### src/sv/hfmc_pkg.sv
// ----------------------------------------------------------------------------
// hfmc_pkg
// Shared types and constants for the humidity fan mode controller.
// ----------------------------------------------------------------------------
package hfmc_pkg;

    localparam int TIME_W_DEF = 62;
    localparam int LIMIT_W    = 40;
    localparam int HUM_W      = 10;
    localparam int OP_W       = 2;
    localparam int MODE_W     = 2;
    localparam int CFG_IDX_W  = 2;

    // modes
    localparam logic [MODE_W-1:0] MODE_IDLE   = 2'd0;
    localparam logic [MODE_W-1:0] MODE_COOL   = 2'd1;
    localparam logic [MODE_W-1:0] MODE_FORCED = 2'd2;
    localparam logic [MODE_W-1:0] MODE_WAIT   = 2'd3;

    // operations
    localparam logic [OP_W-1:0] OP_SAMPLE  = 2'd0;
    localparam logic [OP_W-1:0] OP_MAN_ON  = 2'd1;
    localparam logic [OP_W-1:0] OP_MAN_OFF = 2'd2;
    localparam logic [OP_W-1:0] OP_NONE    = 2'd3;

    // register indexes
    localparam logic [CFG_IDX_W-1:0] CFG_THRESHOLD = 2'd0;
    localparam logic [CFG_IDX_W-1:0] CFG_RUN_LIMIT = 2'd1;
    localparam logic [CFG_IDX_W-1:0] CFG_WAIT_LIMIT = 2'd2;
    localparam logic [CFG_IDX_W-1:0] CFG_FORCE_INT = 2'd3;

    // register reset values
    localparam logic [HUM_W-1:0]   THRESHOLD_RST = 10'd700;
    localparam logic [LIMIT_W-1:0] RUN_LIMIT_RST = 40'd1800000000;
    localparam logic [LIMIT_W-1:0] WAIT_LIMIT_RST = 40'd7200000000;
    localparam logic [LIMIT_W-1:0] FORCE_INT_RST = 40'd21600000000;

    typedef struct packed {
        logic [HUM_W-1:0]   threshold;
        logic [LIMIT_W-1:0] run_limit;
        logic [LIMIT_W-1:0] wait_limit;
        logic [LIMIT_W-1:0] force_int;
    } t_cfg;

    typedef struct packed {
        logic [MODE_W-1:0]  mode;
        logic               fan_drive;
        logic [LIMIT_W-1:0] remaining_us;
        logic               changed;
    } t_res;

endpackage

### src/sv/hfmc_in_if.sv
// ----------------------------------------------------------------------------
// hfmc_in_if
// Input item channel: operation, humidity sample and timestamp.
// ----------------------------------------------------------------------------
interface hfmc_in_if #(
    parameter int TIME_WIDTH = hfmc_pkg::TIME_W_DEF
);
    logic                            valid;
    logic                            ready;
    logic [hfmc_pkg::OP_W-1:0]       op;
    logic [hfmc_pkg::HUM_W-1:0]      humidity_tenths;
    logic [TIME_WIDTH-1:0]           now_us;

    modport source (output valid, op, humidity_tenths, now_us, input ready);
    modport sink   (input valid, op, humidity_tenths, now_us, output ready);
endinterface

### src/sv/hfmc_out_if.sv
// ----------------------------------------------------------------------------
// hfmc_out_if
// Result item channel: mode, fan drive, remaining time and change flag.
// ----------------------------------------------------------------------------
interface hfmc_out_if;
    logic                             valid;
    logic                             ready;
    logic [hfmc_pkg::MODE_W-1:0]      mode;
    logic                             fan_drive;
    logic [hfmc_pkg::LIMIT_W-1:0]     remaining_us;
    logic                             changed;

    modport source (output valid, mode, fan_drive, remaining_us, changed, input ready);
    modport sink   (input valid, mode, fan_drive, remaining_us, changed, output ready);
endinterface

### src/sv/humidity_fan_mode_controller.sv
// ----------------------------------------------------------------------------
// humidity_fan_mode_controller
// Four-mode fan controller (idle, cooling, forced run, waiting) driven by
// timestamped humidity samples and manual on/off commands.
// ----------------------------------------------------------------------------
// Takes one item per clock while the result side does not stall and returns one
// result per item: the item is captured in an input register, then the mode and
// timestamp update plus the remaining-time calculation run on it and land in the
// result register once that is free. The mode update loop finishes each item
// before the next one reads the state. A stalled result register holds one item
// while the input register holds the next. Configuration writes take effect on
// the next cycle.
module humidity_fan_mode_controller #(
    parameter int TIME_WIDTH = hfmc_pkg::TIME_W_DEF
) (
    input  logic                             i_clk,
    input  logic                             i_rst_n,
    hfmc_in_if.sink                          i_item,
    hfmc_out_if.source                       o_res,
    input  logic                             i_cfg_we,
    input  logic [hfmc_pkg::CFG_IDX_W-1:0]   i_cfg_idx,
    input  logic [hfmc_pkg::LIMIT_W-1:0]     i_cfg_data
);
    import hfmc_pkg::*;

    t_cfg cfg;
    t_res step_res;

    logic                  r_s1_valid;
    logic [OP_W-1:0]       r_op;
    logic [HUM_W-1:0]      r_hum;
    logic [TIME_WIDTH-1:0] r_now;
    logic                  r_out_valid;
    t_res                  r_res;
    logic                  out_free, adv;

    assign out_free     = !r_out_valid || o_res.ready;
    assign adv          = r_s1_valid && out_free;
    assign i_item.ready = !r_s1_valid || out_free;

    hfmc_cfg u_cfg (
        .i_clk      (i_clk),
        .i_rst_n    (i_rst_n),
        .i_cfg_we   (i_cfg_we),
        .i_cfg_idx  (i_cfg_idx),
        .i_cfg_data (i_cfg_data),
        .o_cfg      (cfg)
    );

    hfmc_step #(.TIME_WIDTH(TIME_WIDTH)) u_step (
        .i_clk   (i_clk),
        .i_rst_n (i_rst_n),
        .i_adv   (adv),
        .i_op    (r_op),
        .i_hum   (r_hum),
        .i_now   (r_now),
        .i_cfg   (cfg),
        .o_res   (step_res)
    );

    always_ff @(posedge i_clk) begin
        if (!i_rst_n) begin
            r_s1_valid <= 1'b0;
        end else if (i_item.ready) begin
            r_s1_valid <= i_item.valid;
        end
    end

    always_ff @(posedge i_clk) begin
        if (i_item.valid && i_item.ready) begin
            r_op  <= i_item.op;
            r_hum <= i_item.humidity_tenths;
            r_now <= i_item.now_us;
        end
    end

    always_ff @(posedge i_clk) begin
        if (!i_rst_n) begin
            r_out_valid <= 1'b0;
        end else if (out_free) begin
            r_out_valid <= adv;
        end
    end

    always_ff @(posedge i_clk) begin
        if (adv) begin
            r_res <= step_res;
        end
    end

    assign o_res.valid        = r_out_valid;
    assign o_res.mode         = r_res.mode;
    assign o_res.fan_drive    = r_res.fan_drive;
    assign o_res.remaining_us = r_res.remaining_us;
    assign o_res.changed      = r_res.changed;

    // fan runs exactly in cooling and forced modes
    a_fan_mode: assert property (@(posedge i_clk) disable iff (!i_rst_n)
        o_res.valid |-> (o_res.fan_drive ==
                         (o_res.mode == MODE_COOL || o_res.mode == MODE_FORCED)))
        else $error("fan drive disagrees with mode");

    // manual off always lands in idle
    a_man_off: assert property (@(posedge i_clk) disable iff (!i_rst_n)
        (adv && r_op == OP_MAN_OFF) |=> (o_res.valid && o_res.mode == MODE_IDLE))
        else $error("manual off did not reach idle");

    // both stages full and result stalled: no room for another item
    a_full_stall: assert property (@(posedge i_clk) disable iff (!i_rst_n)
        (r_s1_valid && r_out_valid && !o_res.ready) |-> !i_item.ready)
        else $error("item accepted with both stages full");
endmodule

### src/sv/hfmc_cfg.sv
// ----------------------------------------------------------------------------
// hfmc_cfg
// Configuration registers: humidity threshold and the three duration limits.
// ----------------------------------------------------------------------------
module hfmc_cfg (
    input  logic                             i_clk,
    input  logic                             i_rst_n,
    input  logic                             i_cfg_we,
    input  logic [hfmc_pkg::CFG_IDX_W-1:0]   i_cfg_idx,
    input  logic [hfmc_pkg::LIMIT_W-1:0]     i_cfg_data,
    output hfmc_pkg::t_cfg                   o_cfg
);
    import hfmc_pkg::*;

    t_cfg r_cfg;

    always_ff @(posedge i_clk) begin
        if (!i_rst_n) begin
            r_cfg.threshold  <= THRESHOLD_RST;
            r_cfg.run_limit  <= RUN_LIMIT_RST;
            r_cfg.wait_limit <= WAIT_LIMIT_RST;
            r_cfg.force_int  <= FORCE_INT_RST;
        end else if (i_cfg_we) begin
            unique case (i_cfg_idx)
                CFG_THRESHOLD:  r_cfg.threshold  <= i_cfg_data[HUM_W-1:0];
                CFG_RUN_LIMIT:  r_cfg.run_limit  <= i_cfg_data;
                CFG_WAIT_LIMIT: r_cfg.wait_limit <= i_cfg_data;
                CFG_FORCE_INT:  r_cfg.force_int  <= i_cfg_data;
                default: ;
            endcase
        end
    end

    assign o_cfg = r_cfg;
endmodule

### src/sv/hfmc_step.sv
// ----------------------------------------------------------------------------
// hfmc_step
// Mode state, phase timestamps and the next-state / remaining-time logic
// for one item.
// ----------------------------------------------------------------------------
module hfmc_step #(
    parameter int TIME_WIDTH = hfmc_pkg::TIME_W_DEF
) (
    input  logic                         i_clk,
    input  logic                         i_rst_n,
    input  logic                         i_adv,
    input  logic [hfmc_pkg::OP_W-1:0]    i_op,
    input  logic [hfmc_pkg::HUM_W-1:0]   i_hum,
    input  logic [TIME_WIDTH-1:0]        i_now,
    input  hfmc_pkg::t_cfg               i_cfg,
    output hfmc_pkg::t_res               o_res
);
    import hfmc_pkg::*;

    localparam int CMP_W = (TIME_WIDTH > LIMIT_W) ? TIME_WIDTH : LIMIT_W;

    logic [MODE_W-1:0]     r_mode, n_mode;
    logic                  r_fan, n_fan;
    logic [TIME_WIDTH-1:0] r_last, r_run, r_wait;
    logic                  set_last, set_run, set_wait;

    logic [CMP_W-1:0] el_last, el_run, el_wait;
    logic [CMP_W-1:0] lim_run, lim_wait, lim_force;
    logic [LIMIT_W-1:0] rem_last, rem_run, rem_wait;
    logic             high, low, run_over, wait_over, force_over;

    // elapsed time, zero when time runs backwards
    assign el_last = (i_now >= r_last) ? CMP_W'(i_now - r_last) : '0;
    assign el_run  = (i_now >= r_run)  ? CMP_W'(i_now - r_run)  : '0;
    assign el_wait = (i_now >= r_wait) ? CMP_W'(i_now - r_wait) : '0;

    assign lim_run   = CMP_W'(i_cfg.run_limit);
    assign lim_wait  = CMP_W'(i_cfg.wait_limit);
    assign lim_force = CMP_W'(i_cfg.force_int);

    assign run_over   = el_run  > lim_run;
    assign wait_over  = el_wait > lim_wait;
    assign force_over = el_last > lim_force;

    assign high = i_hum > i_cfg.threshold;
    assign low  = i_hum < i_cfg.threshold;

    // time left from the stored timestamps; a restarted phase reads the full limit
    assign rem_run  = (el_run >= lim_run) ? '0 :
                      i_cfg.run_limit - el_run[LIMIT_W-1:0];
    assign rem_wait = (el_wait >= lim_wait) ? '0 :
                      i_cfg.wait_limit - el_wait[LIMIT_W-1:0];
    assign rem_last = (el_last >= lim_force) ? '0 :
                      i_cfg.force_int - el_last[LIMIT_W-1:0];

    always_comb begin
        n_mode   = r_mode;
        n_fan    = r_fan;
        set_last = 1'b0;
        set_run  = 1'b0;
        set_wait = 1'b0;
        case (i_op)
            OP_MAN_ON: begin
                n_mode  = MODE_COOL;
                n_fan   = 1'b1;
                set_run = 1'b1;
            end
            OP_MAN_OFF: begin
                n_mode   = MODE_IDLE;
                n_fan    = 1'b0;
                set_last = 1'b1;
            end
            OP_SAMPLE: begin
                unique case (r_mode)
                    MODE_IDLE: begin
                        if (high) begin
                            n_mode   = MODE_COOL;
                            n_fan    = 1'b1;
                            set_run  = 1'b1;
                            set_last = 1'b1;
                        end else if (force_over) begin
                            n_mode  = MODE_FORCED;
                            n_fan   = 1'b1;
                            set_run = 1'b1;
                        end
                    end
                    MODE_COOL: begin
                        if (run_over || low) begin
                            n_mode   = MODE_WAIT;
                            n_fan    = 1'b0;
                            set_wait = 1'b1;
                        end
                    end
                    MODE_FORCED: begin
                        if (run_over) begin
                            n_mode   = MODE_IDLE;
                            n_fan    = 1'b0;
                            set_last = 1'b1;
                        end
                    end
                    MODE_WAIT: begin
                        if (wait_over) begin
                            n_mode = MODE_IDLE;
                        end
                    end
                    default: ;
                endcase
            end
            default: ;
        endcase
    end

    always_comb begin
        o_res.mode      = n_mode;
        o_res.fan_drive = n_fan;
        o_res.changed   = (n_mode != r_mode);
        unique case (n_mode)
            MODE_COOL, MODE_FORCED:
                o_res.remaining_us = set_run ? i_cfg.run_limit : rem_run;
            MODE_WAIT:
                o_res.remaining_us = set_wait ? i_cfg.wait_limit : rem_wait;
            default:
                o_res.remaining_us = set_last ? i_cfg.force_int : rem_last;
        endcase
    end

    always_ff @(posedge i_clk) begin
        if (!i_rst_n) begin
            r_mode <= MODE_IDLE;
            r_fan  <= 1'b0;
            r_last <= '0;
            r_run  <= '0;
            r_wait <= '0;
        end else if (i_adv) begin
            r_mode <= n_mode;
            r_fan  <= n_fan;
            if (set_last) r_last <= i_now;
            if (set_run)  r_run  <= i_now;
            if (set_wait) r_wait <= i_now;
        end
    end
endmodule

### src/flat_wrapper.sv
// flat-port wrapper written by rule: the top's interface ports become plain ports
module humidity_fan_mode_controller_flat import hfmc_pkg::*;
#(
    parameter int TIME_WIDTH = hfmc_pkg::TIME_W_DEF
)
  (i_clk, i_rst_n, i_cfg_we, i_cfg_idx, i_cfg_data, i_item_valid, i_item_op, i_item_humidity_tenths, i_item_now_us, i_item_ready, o_res_valid, o_res_mode, o_res_fan_drive, o_res_remaining_us, o_res_changed, o_res_ready);
  hfmc_in_if #(.TIME_WIDTH(TIME_WIDTH)) i_item_i ();
  hfmc_out_if o_res_i ();
  input  logic i_clk;
  input  logic i_rst_n;
  input  logic i_cfg_we;
  input  logic [hfmc_pkg::CFG_IDX_W-1:0] i_cfg_idx;
  input  logic [hfmc_pkg::LIMIT_W-1:0] i_cfg_data;
  input wire logic [$bits(i_item_i.valid)-1:0] i_item_valid;
  input wire logic [$bits(i_item_i.op)-1:0] i_item_op;
  input wire logic [$bits(i_item_i.humidity_tenths)-1:0] i_item_humidity_tenths;
  input wire logic [$bits(i_item_i.now_us)-1:0] i_item_now_us;
  output wire logic [$bits(i_item_i.ready)-1:0] i_item_ready;
  output wire logic [$bits(o_res_i.valid)-1:0] o_res_valid;
  output wire logic [$bits(o_res_i.mode)-1:0] o_res_mode;
  output wire logic [$bits(o_res_i.fan_drive)-1:0] o_res_fan_drive;
  output wire logic [$bits(o_res_i.remaining_us)-1:0] o_res_remaining_us;
  output wire logic [$bits(o_res_i.changed)-1:0] o_res_changed;
  input wire logic [$bits(o_res_i.ready)-1:0] o_res_ready;
  assign i_item_i.valid = i_item_valid;
  assign i_item_i.op = i_item_op;
  assign i_item_i.humidity_tenths = i_item_humidity_tenths;
  assign i_item_i.now_us = i_item_now_us;
  assign i_item_ready = i_item_i.ready;
  assign o_res_valid = o_res_i.valid;
  assign o_res_mode = o_res_i.mode;
  assign o_res_fan_drive = o_res_i.fan_drive;
  assign o_res_remaining_us = o_res_i.remaining_us;
  assign o_res_changed = o_res_i.changed;
  assign o_res_i.ready = o_res_ready;
  humidity_fan_mode_controller #(.TIME_WIDTH(TIME_WIDTH)) u_core (.i_clk(i_clk), .i_rst_n(i_rst_n), .i_item(i_item_i), .o_res(o_res_i), .i_cfg_we(i_cfg_we), .i_cfg_idx(i_cfg_idx), .i_cfg_data(i_cfg_data));
endmodule
### config.mk
export PLATFORM = sky130hd
export DESIGN_NAME = humidity_fan_mode_controller_flat
export DESIGN_NICKNAME = d
export VERILOG_FILES = /design/src/sv/hfmc_pkg.sv /design/src/sv/hfmc_in_if.sv /design/src/sv/hfmc_out_if.sv /design/src/sv/humidity_fan_mode_controller.sv /design/src/sv/hfmc_cfg.sv /design/src/sv/hfmc_step.sv /design/src/flat_wrapper.sv
export SDC_FILE = /design/constraint.sdc
export NUM_CORES = 2
export LEC_CHECK = 0
export BUFFER_PORTS_ARGS = -buffer_cell sky130_fd_sc_hd__buf_2
export CAP_MARGIN = 20
export CORE_MARGIN = 3
export CORE_UTILIZATION = 43
export DETAILED_ROUTE_END_ITERATION = 6
export HOLD_SLACK_MARGIN = 0.12
export PLACE_DENSITY_LB_ADDON = 0.25
export SETUP_SLACK_MARGIN = 0.5
export SYNTH_ARGS = -nofsm -noshare
export SYNTH_HDL_FRONTEND = slang
export SYNTH_HIERARCHICAL = 1
export SYNTH_SLANG_ARGS = --single-unit
### constraint.sdc
create_clock -name i_clk -period 22.3 [get_ports i_clk]
set_clock_uncertainty 0.15 [all_clocks]
set_input_delay 2.23 -clock i_clk [delete_from_list [all_inputs] [get_ports i_clk]]
set_output_delay 2.23 -clock i_clk [all_outputs]
set_load 0.02 [all_outputs]
== Yosys cells after proc, flatten, opt, wreduce, memory -nomap -nowiden ==
Index checks and enable logic that the tools add are counted.

* Word-level logic and storage cells: 99
* Bits of input ports: 121
* Flip-flop bits (word level): 439
* Output and inout bits: 46

* Order comparisons: 11
* $add $sub $neg: 6
* Equal/unequal tests: 12
* Muxes and demuxes: 34
* Reduce and logical (&&, ||, !) cells: 18

{| class="wikitable"
|+ Operators with widths
! kind !! number
|-
| $mux W40 || 6
|-
| $ge A62 B40 Y1 || 3
|-
| $ge A62 B62 Y1 || 3
|-
| $gt A62 B40 Y1 || 3
|-
| $mux W62 || 3
|-
| $sub A62 B62 Y62 || 3
|-
| $sub A40 B40 Y40 || 3
|-
| $pmux W40 S2 || 1
|-
| $eq A2 B2 Y1 const B || 7
|-
| $reduce_and A2 Y1 || 7
|-
| $mux W1 || 12
|-
| $gt A10 B10 Y1 || 1
|-
| $lt A10 B10 Y1 || 1
|-
| $mux W2 || 5
|-
| $eq A2 B1 Y1 const B || 4
|-
| $pmux W2 S4 || 1
|-
| $logic_not A2 Y1 || 3
|-
| $pmux W1 S2 || 3
|-
| $pmux W1 S3 || 2
|-
| $pmux W2 S3 || 1
|-
| $logic_or A1 B1 Y1 || 3
|-
| $logic_and A1 B1 Y1 || 2
|-
| $logic_not A1 Y1 || 2
|-
| $ne A2 B2 Y1 || 1
|-
| $reduce_or A2 Y1 || 1
|}

== Longest topological paths before layout ==
* Depth after elaboration: 10
* Mapped depth: 41
* Mapped depth without buffers: 37

== Modules after synthesis ==
The synthesis kept the hierarchy.

{| class="wikitable"
|+ Modules (own cells, without submodules)
! module !! cells an instance !! times used !! area an instance (µm²) !! sequential area each (µm²)
|-
| hfmc_step || 4589 || 1 || 32134.6 || 3783.6
|-
| hfmc_cfg || 500 || 1 || 5074.9 || 2602.5
|-
| humidity_fan_mode_controller || 127 || 1 || 3647.2 || 3583.4
|}

== Worst setup path before layout ==
No wires, ideal clock.

* Path type: register -> register
* From: register u_core.r_now[0]
* To: register u_core.r_res (netlist bit u_core/o_res.remaining_us[10]) (data pin)
* Buffers on the path: 6
* Period minus slack after synthesis: 8.177 ns
* Stages on the path, launching flop included: 42
* Slack: 14.123 ns
* Data required time: 22.004 ns
* Setup time: 0.146 ns
* Arrival: 7.881 ns
* Cell sequence: edfxtp_1 inv_1 ha_1 inv_1 fa_1 a21o_1 a221oi_1 nor4_1 nor3_1 a211oi_1 o31ai_1 o211ai_1 a311o_1 clkbuf_1 clkbuf_1 nand2_1 inv_1 ha_1 [6 not listed] a211oi_1 a31oi_1 o21ai_0 a21boi_0 nor2_1 o21ai_1 a221o_1 o211ai_1 o21ai_0 ha_1 and4_1 buf_1 o21ai_0 a21oi_1 buf_2 clkbuf_1 a2bb2oi_1 a21oi_1

{| class="wikitable"
|+ RTL lines
! what !! RTL line !! text
|-
| from (decl) || humidity_fan_mode_controller.sv:32 || <nowiki>logic [TIME_WIDTH-1:0] r_now;</nowiki>
|-
| from (signal assigned) || humidity_fan_mode_controller.sv:73 || <nowiki>r_now <= i_item.now_us;</nowiki>
|-
| to (signal assigned) || humidity_fan_mode_controller.sv:87 || <nowiki>r_res <= step_res;</nowiki>
|-
| to (decl) || humidity_fan_mode_controller.sv:34 || <nowiki>t_res r_res;</nowiki>
|}

==> out/qor.yml <==
tightest_slew_ns: 1.13
root_buffer: "clkbuf_16"
p_sw_uw: 1130
ir_drop_v: 0.0000547
wl_um: 153000
setup_viol: 0
clk_pin_slew_worst_paths_ns: 0.06
cts_buffers: 55
syn_nets: 5778
port_buffers: 166
place.detailed.hpwl_um: 121000
yosysUniqueCellTypes: 101
relSlewSlack_pct: 24.1
worstSetupStartpointType: "flop"
finalCritPeriodShare_pct: 48.0
fin_tns_setup_ns: 0
cts_tree: "yes"
power.clock.fraction_pct: 33.0
cts_hold_buffers: 0
cts_buffer_depth: 3
syn_avg_cell_area_um2: 7.83
cts_setup_buffers: 0
combPwrFrac_pct: 36.5
synth_top_family_by_area: "compound AO/OA/AOI/OAI gates"
ctsResizeCount: 0
synth_compound_area_share_pct: 23.4
vias_per_cell: 5.93
pre_cts_slack_ns: 11.97
synthSimpleGateAreaFrac_pct: 19.1
layout_setup_ws_ns: 11.59
path_max_fanout: 31
dieArea_mm2: 0.0987
cp_slowest_cell: "or4_1"
async_reset_ff_share_pct: 0
synth-xor-area-share_pct: 5.08
yosysWarningCount: 6
std_cell_rows: 112
antenna_found_initial: 5
worst_hold_slack_ns: 0.313
dr.first_iter.drc_count: 3713
crit_top_cell: "o21ai_0"
synth_edf_count: 118
yosysSeqAreaShare_pct: 24.4
ys_seq_elements: 439
period_needed_ns: 10.71
cp-end-kind: "flop"
drive_gt1_share_pct: 7.00
drc: 0
drt_pass1_iterations: 6
drv_slew: 0
rsz0062_at_grt: "false"
fillers: 9276
ys.flop_type: "dfxtp_1"
path_class: "reg -> reg"
fin_nets: 5749
area_growth_pct: 8.29
place_congestion: 0.968
leakage_uw: 0.0193
grt_max_degree: 142
gr-usage-all-layers_pct: 30.0
critPathArrivalTime_ns: 11.07
first_global_vias: 35946
syn_area_mm2: 0.0409
utilization_pct: 47.2
grt.overflow.total: 0
start_util_pct: 43.6
die_h_um: 314
io_pins: 167
wl_per_cell_um: 23.6
core_area_mm2: 0.0937
power_density_mw_per_mm2: 66.6
htree_levels: 2
slowest_delay_ns: 0.67
max_freq_mhz: 93.4
drtAntennaViolNets: 0
vias: 38487
fp.dieW_um: 314
clkSinkCount: 439
cp.required_ns: 22.66
synth_fa_ha_area_share_pct: 13.6
grt_pass1_wl_um: 228000
sw_frac_of_total_pct: 38.4
hold_violations: 0
drv_cap: 0
hold_class: "reg -> reg"
internal_power_uw: 1820
netlist_instances: 5216
p_seq_share_pct: 30.5
clk_latency_ns: 0.66
synthMuxAreaShare_pct: 6.26
status: "finished clean"
## per-stage QoR
step                      cell area, um^2  std cells  power, uW
after floorplan                     40900       5216       1630
after global placement              42300       6384       1960
after detailed placement            42300       6384       1960
after CTS                           44200       6485       2940
after global routing                44200       6486       3080
final                               44200       6486       2950
## layout make-up
class | instances | area [um^2] | area share [%]
multi-input cells | 3951 | 27700 | 62.5
flip-flops and latches | 439 | 9970 | 22.5
inverters | 539 | 2020 | 4.57
well taps | 1254 | 1570 | 3.55
clock buffers | 62 | 1440 | 3.26
repair buffers | 201 | 1120 | 2.52
clock inverters | 39 | 465 | 1.05
diodes | 1 | 2.50 | 0.00566
## per-layer routing
metal	vias to the layer above	global-route usage (%)	share of wire, %
met5	-	0	0
met4	0	10.2	3.7
met3	230	4.06	7.0
met2	1371	46.0	43
met1	18493	43.1	47
li1	18393	-	-
## worst paths after layout
kind / startpoint / end / slack, ns / depth (start not counted)
worst max register to register: u_core/r_now[0] / u_core/o_res.remaining_us[1] / 11.59 / 37
worst min register to register: u_core/u_step/r_last[58] / u_core/u_step/r_last[58] / 0.31 / 2
worst min-delay path: u_core/u_step/r_last[58] / u_core/u_step/r_last[58] / 0.31 / 2
worst max-delay path: u_core/r_now[0] / u_core/o_res.remaining_us[1] / 11.59 / 37
## kinds of logic after synthesis
family                   after synthesis
AO/OA/AOI/OAI                       1435
XOR/XNOR                             237
adder cells (fa/ha/maj)              441
buffers and inverters                826
flip-flops                           439
multiplexers                         255
AND/OR/NAND/NOR                     1583
## cell usage after synthesis (12+ instances only)
library cell / instances / area [um^2]
xnor2_1: 155 / 1360
nand2b_1: 41 / 257
clkbuf_1: 200 / 751
o21ai_0: 228 / 1140
xor2_1: 82 / 718
and4_1: 16 / 140
a221oi_1: 66 / 578
nand4_1: 131 / 820
a2bb2oi_1: 18 / 158
nor2b_1: 207 / 1290
or3_1: 21 / 131
a221o_1: 32 / 320
o21a_1: 65 / 488
o211ai_1: 41 / 308
or2_2: 17 / 106
and3_1: 32 / 200
edfxtp_1: 118 / 3540
a21boi_0: 80 / 601
nor3_1: 83 / 415
a211o_1: 14 / 123
nor4_1: 14 / 87.6
buf_1: 13 / 48.8
and2_1: 26 / 163
nand2_1: 571 / 2140
a211oi_1: 35 / 263
buf_6: 13 / 146
a31oi_1: 44 / 275
o21bai_1: 48 / 360
ha_1: 435 / 5440
inv_1: 539 / 2020
a21o_1: 167 / 1250
o31ai_1: 23 / 173
nor2_1: 236 / 886
or4_1: 12 / 90.1
buf_2: 50 / 250
dfxtp_1: 321 / 6430
mux2i_1: 252 / 2520
a21oi_1: 408 / 2040
nand3_1: 129 / 646
## registers in the layout (all words and copies together), names as in the netlist, 2 cells and up
signal                     count
u_core/o_res.mode              2
u_core/o_res.remaining_us     40
u_core/r_hum                  10
u_core/r_now                  62
u_core/r_op                    2
u_core/u_cfg/o_cfg           130
u_core/u_step/r_last          62
u_core/u_step/r_mode           2
u_core/u_step/r_run           62
u_core/u_step/r_wait          62
## worst max-delay path: cells and delay by family, from the launching register on
kind | cells | cell delay (ns)
AND/OR/NAND/NOR | 10 | 2.80
flip-flops | 1 | 0.43
XOR/XNOR | 1 | 0.47
adder cells (fa/ha/maj) | 4 | 1.35
buffers and inverters | 4 | 0.68
AO/OA/AOI/OAI | 18 | 4.67
## layout by cell type, fill, tap and decap left out, drive strengths merged, types with 62 or more instances in the layout
cell / Yosys / final
xor2: 82 / 82
ha: 435 / 435
a21boi: 86 / 86
nor2b: 208 / 208
dfxtp: 321 / 321
nand2: 571 / 571
clkbuf: 204 / 62
o21a: 65 / 65
a221oi: 66 / 66
nor2: 236 / 236
o21ai: 238 / 238
a21o: 167 / 167
inv: 539 / 546
nor3: 83 / 83
mux2i: 252 / 252
edfxtp: 118 / 118
nand3: 130 / 130
buf: 83 / 201
nand4: 131 / 131
xnor2: 155 / 155
a21oi: 415 / 415
## power by group through the flow
stage          clock network, uW  registers, uW  logic [uW]
2_1_floorplan                  0            905         725
3_3_place_gp                   0            914        1050
3_5_place_dp                   0            914        1040
4_1_cts                      995            897        1050
5_1_grt                     1020            901        1160
6_report                     974            898        1080
Power figures use the tool's default switching activity.
